<file path="config.mk">
export PLATFORM = sky130hd
export DESIGN_NAME = tat_ctrl
export DESIGN_NICKNAME = d
export VERILOG_FILES = /design/src/hdl/tat_pkg.sv /design/src/hdl/tat_ctrl.sv
export SDC_FILE = /design/constraint.sdc
export NUM_CORES = 1
export LEC_CHECK = 0
export BUFFER_PORTS_ARGS = -buffer_cell sky130_fd_sc_hd__buf_2
export CAP_MARGIN = 20
export CORE_MARGIN = 3
export CORE_UTILIZATION = 43
export CTS_CLUSTER_SIZE = 12
export DETAILED_ROUTE_END_ITERATION = 6
export GPL_TIMING_DRIVEN = 0
export HOLD_SLACK_MARGIN = 0.1
export PLACE_DENSITY = 0.73
export SLEW_MARGIN = 20
export SYNTH_ARGS = -nofsm -noshare
export SYNTH_HDL_FRONTEND = slang
export SYNTH_SLANG_ARGS = --single-unit
</file>
<file path="constraint.sdc">
create_clock -name aclk -period 1.2 [get_ports aclk]
set_clock_uncertainty 0.1 [all_clocks]
set_input_delay 0.18 -clock aclk [delete_from_list [all_inputs] [get_ports aclk]]
set_output_delay 0.18 -clock aclk [all_outputs]
set_load 0.05 [all_outputs]
</file>
<file path="src/hdl/tat_pkg.sv">
// Package for the three-anchor trilateration unit: shared types and constants.
// No dependencies.
package tat_pkg;

    localparam int NUM_REGS = 8;
    localparam int REG_IDX_W = 3;

    localparam logic [2:0] REG_BASE  = 3'd0;
    localparam logic [2:0] REG_MAX   = 3'd1;
    localparam logic [2:0] REG_A0X   = 3'd2;
    localparam logic [2:0] REG_A0Y   = 3'd3;
    localparam logic [2:0] REG_A1X   = 3'd4;
    localparam logic [2:0] REG_A1Y   = 3'd5;
    localparam logic [2:0] REG_A2X   = 3'd6;
    localparam logic [2:0] REG_A2Y   = 3'd7;

    localparam logic [1:0] FIX_OK        = 2'd0;
    localparam logic [1:0] FIX_COLLINEAR = 2'd1;
    localparam logic [1:0] FIX_SAT       = 2'd2;

    // datapath operations
    typedef enum logic [3:0] {
        OP_NONE,
        OP_COEF,    // A, B, D, E from anchor positions
        OP_SQ,      // squares of positions and distances, one per step
        OP_CF,      // sum squares into C and F
        OP_P1,      // products step 1
        OP_P2,      // products step 2
        OP_P3,      // products step 3
        OP_NUM,     // numerators and denominator
        OP_DIV_X,   // start divide x
        OP_DIV_Y    // start divide y
    } dp_op_t;

    typedef struct packed {
        dp_op_t     op;
        logic [3:0] sq_sel;
        logic       div_step;
        logic       clear;
    } dp_cmd_t;

    typedef struct packed {
        logic den_zero;
        logic div_done;
    } dp_stat_t;

endpackage

</file>
<file path="src/hdl/tat_ctrl.sv">
// Sequencer of the trilateration unit: report intake, solve steps, output item.
// Depends on tat_pkg.
module tat_ctrl import tat_pkg::*; (
    input  logic     aclk,
    input  logic     aresetn,
    input  logic     solve_start,
    input  logic     out_taken,
    input  dp_stat_t stat,
    output dp_cmd_t  cmd,
    output logic     busy,
    output logic     out_valid,
    output logic     latch_x,
    output logic     latch_y
);

    typedef enum logic [3:0] {
        ST_IDLE, ST_COEF, ST_SQ, ST_CF, ST_P1, ST_P2, ST_P3, ST_NUM,
        ST_DX, ST_WX, ST_DY, ST_WY, ST_OUT
    } state_t;

    state_t     state_reg, state_next;
    logic [3:0] sq_reg, sq_next;

    always_comb begin
        state_next = state_reg;
        sq_next    = sq_reg;
        cmd        = '{op: OP_NONE, sq_sel: sq_reg, div_step: 1'b0, clear: 1'b0};
        latch_x    = 1'b0;
        latch_y    = 1'b0;
        unique case (state_reg)
            ST_IDLE: if (solve_start) state_next = ST_COEF;
            ST_COEF: begin
                cmd.op     = OP_COEF;
                sq_next    = '0;
                state_next = ST_SQ;
            end
            ST_SQ: begin
                cmd.op  = OP_SQ;
                sq_next = sq_reg + 4'd1;
                if (sq_reg == 4'd8) state_next = ST_CF;
            end
            ST_CF:  begin cmd.op = OP_CF; state_next = ST_P1; end
            ST_P1:  begin cmd.op = OP_P1; state_next = ST_P2; end
            ST_P2:  begin cmd.op = OP_P2; state_next = ST_P3; end
            ST_P3:  begin cmd.op = OP_P3; state_next = ST_NUM; end
            ST_NUM: begin cmd.op = OP_NUM; state_next = ST_DX; end
            ST_DX: begin
                if (stat.den_zero) begin
                    state_next = ST_OUT;
                    cmd.clear  = 1'b1;
                end else begin
                    cmd.op     = OP_DIV_X;
                    state_next = ST_WX;
                end
            end
            ST_WX: begin
                cmd.div_step = 1'b1;
                if (stat.div_done) begin
                    latch_x    = 1'b1;
                    state_next = ST_DY;
                end
            end
            ST_DY: begin cmd.op = OP_DIV_Y; state_next = ST_WY; end
            ST_WY: begin
                cmd.div_step = 1'b1;
                if (stat.div_done) begin
                    latch_y    = 1'b1;
                    cmd.clear  = 1'b1;
                    state_next = ST_OUT;
                end
            end
            ST_OUT: if (out_taken) state_next = ST_IDLE;
            default: state_next = ST_IDLE;
        endcase
    end

    always_ff @(posedge aclk) begin
        if (!aresetn) begin
            state_reg <= ST_IDLE;
            sq_reg    <= '0;
        end else begin
            state_reg <= state_next;
            sq_reg    <= sq_next;
        end
    end

    assign busy      = (state_reg != ST_IDLE);
    assign out_valid = (state_reg == ST_OUT);

endmodule

</file>
==> run_results.csv <==
group,metric,value,unit
hold_path,timing.hold.worst.start,"aresetn",
power_and_ir_drop,max-vdd-ir-drop,1.430,mV
finish,antenna-diode-count,0,
finish,finish.net_count,131,
die,core_region_area,0.001334,sq mm
sta,max-slew-margin-rel,71.01,%
global_route,aggregate_global_route_resource_usage,27.40,%
hold_path,timing.hold.worst_path_depth,2,
clocking,cts_tree,"yes",
synthesis,synth_top_family_by_area,"simple AND/OR/NAND/NOR gates",
synthesis,netlist.area_leader.share,25.30,%
sta,final-setup-viol-count,18,
setup_path,r2r.worst_path.cells,7,
setup_path,r2r_slack,-0.38,ns
synthesis,post_synth.cell_area_avg,7.277,sq um
synthesis,syn-num-nets,95,
placed_design,postPlaceCellArea,937.1,sq um
sta,fin_crit,1.599,ns
sta,timing.fmax,625.5,MHz
routing,drt-wirelength-per-cell,17.69,microns
synthesis,synth_compound_area_share,24.70,%
power_and_ir_drop,power_dens_cells,1977,mW/mm^2
hold_path,whs_endpoint,"state_reg[1]",
setup_path,timing.critical_path.fanout_max,4,
global_route,grt_pass1_wl,3.843,mm
routing,drt_iter0_drcs,37,
finish,final_cell_area,0.001196,sq mm
setup_path,worst_r2r_startpoint,"state_reg[2]",
setup_path,setup.worst_path.class,"flip-flop to output pin",
placed_design,place.detailed.hpwl,1.308,mm
routing,viasPerCell,6.029,
sta,max_slew.worst_pin.slew,0.4348,ns
die,die_height,44.37,microns
global_route,globalRoute.totalOverflow,0,
synthesis,synth-edff-count,0,
synthesis,ys_seq_area_share,25.30,%
sta,setup_repair_after_global_routing_missed_its_margin,"yes",
clocking,clkSinkCount,8,
finish,utilization,89.68,%
sta,min_period_over_period,133.2,%
setup_path,critPathLaunch,"state_reg[2]",
sta,finalMaxSlewViolations,0,
finish,drive_gt1_share,61.48,%
setup_path,critical_path_required,0.92,ns
synthesis,post_synth_instance_area,633.1,sq um
routing,via_count,826,
clocking,clock_insertion_delay_worst_skew,0.28,ns
run,max_cap_violations,0,
global_route,grt_antenna_before_repair,0,
synthesis,yosys.cell_types.count,34,
synthesis,synthesis.yosys.warnings,0,
global_route,grt_start_max_net_pins,11,
synthesis,synth_adder_area_share,3.953,%
die,pin_count,20,
die,rows,13,
setup_path,timing.rr.end,"state_reg[2]",
routing,postRouteAntennaNets,0,
clocking,cts_buffer_depth,2,
setup_path,category_of_the_worst_setup_path_capture_point,"output pin",
synthesis,ys_dominant_reg_cell,"sky130_fd_sc_hd__dfxtp_1",
outcome,failing_checks,"negative setup slack",
synthesis,yosys-mux-area-fraction,4.743,%
synthesis,postSynthRegisterBits,8,
synthesis,post_synth_xor_area_fraction,0,%
placed_design,placement.io_buffers,19,
die,die_area,0.001969,sq mm
clocking,clk_pin_slew_worst_paths,0.07,ns
die,initial_utilization,47.47,%
synthesis,most_used_standard_cell_by_instance_count_after_synthesis,"sky130_fd_sc_hd__o21ai_0",
hold_path,class_of_the_worst_hold_path,"input pin to flip-flop",
outcome,outcome,"complete, but fails checks",
clocking,cts.hold.buffers_added,0,
clocking,h_tree_lvl_count,1,
global_route,grt_pass1_vias,796,
placed_design,routabilityCongestion,0.8004,
clocking,cts_root_buffer,"sky130_fd_sc_hd__clkbuf_4",
synthesis,post-synth-top-area-cell,"sky130_fd_sc_hd__dfxtp_1",
routing,first_pass_iters,4,
synthesis,postSynth.asyncResetShare,0,%
synthesis,synth_common_cells,"sky130_fd_sc_hd__o21ai_0 (11), sky130_fd_sc_hd__dfxtp_1 (8), sky130_fd_sc_hd__nand2_1 (8)",
routing,post-route-drc-count,0,
synthesis,post_synth_inst_count,87,
synthesis,synth.area.top_cells,"sky130_fd_sc_hd__dfxtp_1 (25%), sky130_fd_sc_hd__o21ai_0 (8.7%), sky130_fd_sc_hd__mux2i_1 (4.7%)",
synthesis,synth_simple_gate_area_share,30.83,%
clocking,cts_buffers,3,
setup_path,crit_path_start_kind,"flip-flop",
sta,post-route-worst-setup-slack,-0.3987,ns
routing,routed_wl,2.424,mm
sta,finalHoldViolCount,0,
power_and_ir_drop,p_leak,0.0004885,uW
die,chipWidth,44.37,microns
finish,area_growth_syn_to_layout,88.93,%
setup_path,worst-endpoint-arrival,1.32,ns
## critical path, stage by stage (launching register included)
cell and delay [ns]:
sky130_fd_sc_hd__dfxtp_2 0.33, sky130_fd_sc_hd__buf_6 0.12, sky130_fd_sc_hd__nand3b_1 0.22, sky130_fd_sc_hd__nor3b_4 0.21, sky130_fd_sc_hd__buf_6 0.18
## what timing repair did
item,in CTS,in global routing
cloned,0,0
pin swaps,3,5
setup endpoints to repair,20,20
resized for setup,37,17
buffers inserted,9,6
## per-layer routing
layer / track usage (%) / vias up / part of all wire (%)
li1: - / 383 / -
met3: 5.691 / 12 / 6.2
met2: 48.55 / 43 / 51
met1: 31.28 / 388 / 38
met4: 12.05 / 0 / 4.3
met5: 0 / - / 0
## final cells by class
cell class	count	area, sq um
Timing Repair Buffer	34	314.1
Clock buffer	4	26.28
Sequential cell	8	180.2
Fill cell	61	137.6
Inverter	5	22.52
Multi-Input combinational cell	65	558.0
Buffer	6	76.32
Tap cell	15	18.77
## kinds of logic (layout without fill, tap and decap cells)
family / Yosys count / in the layout
flip-flops: 8 / 8
AO/OA/AOI/OAI: 25 / 25
AND/OR/NAND/NOR: 35 / 35
buffers and inverters: 14 / 49
adder cells (fa/ha/maj): 2 / 2
multiplexers: 3 / 3
## worst max-delay path by stage
| stage | cells after the start | slack (ns) | end |
|---|---|---|---|
| after floorplan | 3 | -0.23 | latch_x |
| after global placement | 5 | -0.34 | cmd[0] |
| after detailed placement | 5 | -0.35 | state_reg[2] |
| after CTS | 6 | -0.42 | cmd[0] |
| after global routing | 4 | -0.45 | latch_x |
| final | 4 | -0.40 | latch_x |
## power by group
group | internal [uW] | switching [uW]
Sequential | 336 | 76.8
Combinational | 783 | 920
Clock | 129 | 122
Total | 1250 | 1120
## cells in the final DEF (no fill, tap or decap), types with 2 or more instances in the layout
cell type and n:
sky130_fd_sc_hd__nor3_4 2, sky130_fd_sc_hd__mux2i_1 3, sky130_fd_sc_hd__nand3b_1 2, sky130_fd_sc_hd__nand2b_4 2
sky130_fd_sc_hd__dfxtp_2 4, sky130_fd_sc_hd__inv_2 2, sky130_fd_sc_hd__buf_2 5, sky130_fd_sc_hd__o211ai_1 2
sky130_fd_sc_hd__nand3_1 2, sky130_fd_sc_hd__buf_6 15, sky130_fd_sc_hd__dfxtp_4 4, sky130_fd_sc_hd__nand2_4 2
sky130_fd_sc_hd__a21oi_1 2, sky130_fd_sc_hd__buf_8 5, sky130_fd_sc_hd__ha_1 2, sky130_fd_sc_hd__and2_1 3
sky130_fd_sc_hd__nor2_4 3, sky130_fd_sc_hd__clkbuf_1 2, sky130_fd_sc_hd__nand2_1 6, sky130_fd_sc_hd__clkbuf_4 4
sky130_fd_sc_hd__o21ai_1 6, sky130_fd_sc_hd__o21ai_0 4, sky130_fd_sc_hd__buf_4 12, sky130_fd_sc_hd__inv_1 2
## stage by stage
step                      TNS [ns]  power (uW)  hold slack, ns  std cells  setup slack (ns)
after detailed placement    -2.649        1670          0.4204        121           -0.3490
after global placement      -2.381        1654          0.3777        121           -0.3354
after global routing        -5.707        2468          0.1174        137           -0.4457
after floorplan             -1.508        1460          0.2791         87           -0.2336
after CTS                   -5.045        2200          0.1410        134           -0.4223
final                       -4.940        2365          0.1295        137           -0.3987
Note: power is estimated with default switching activity, not from simulation.
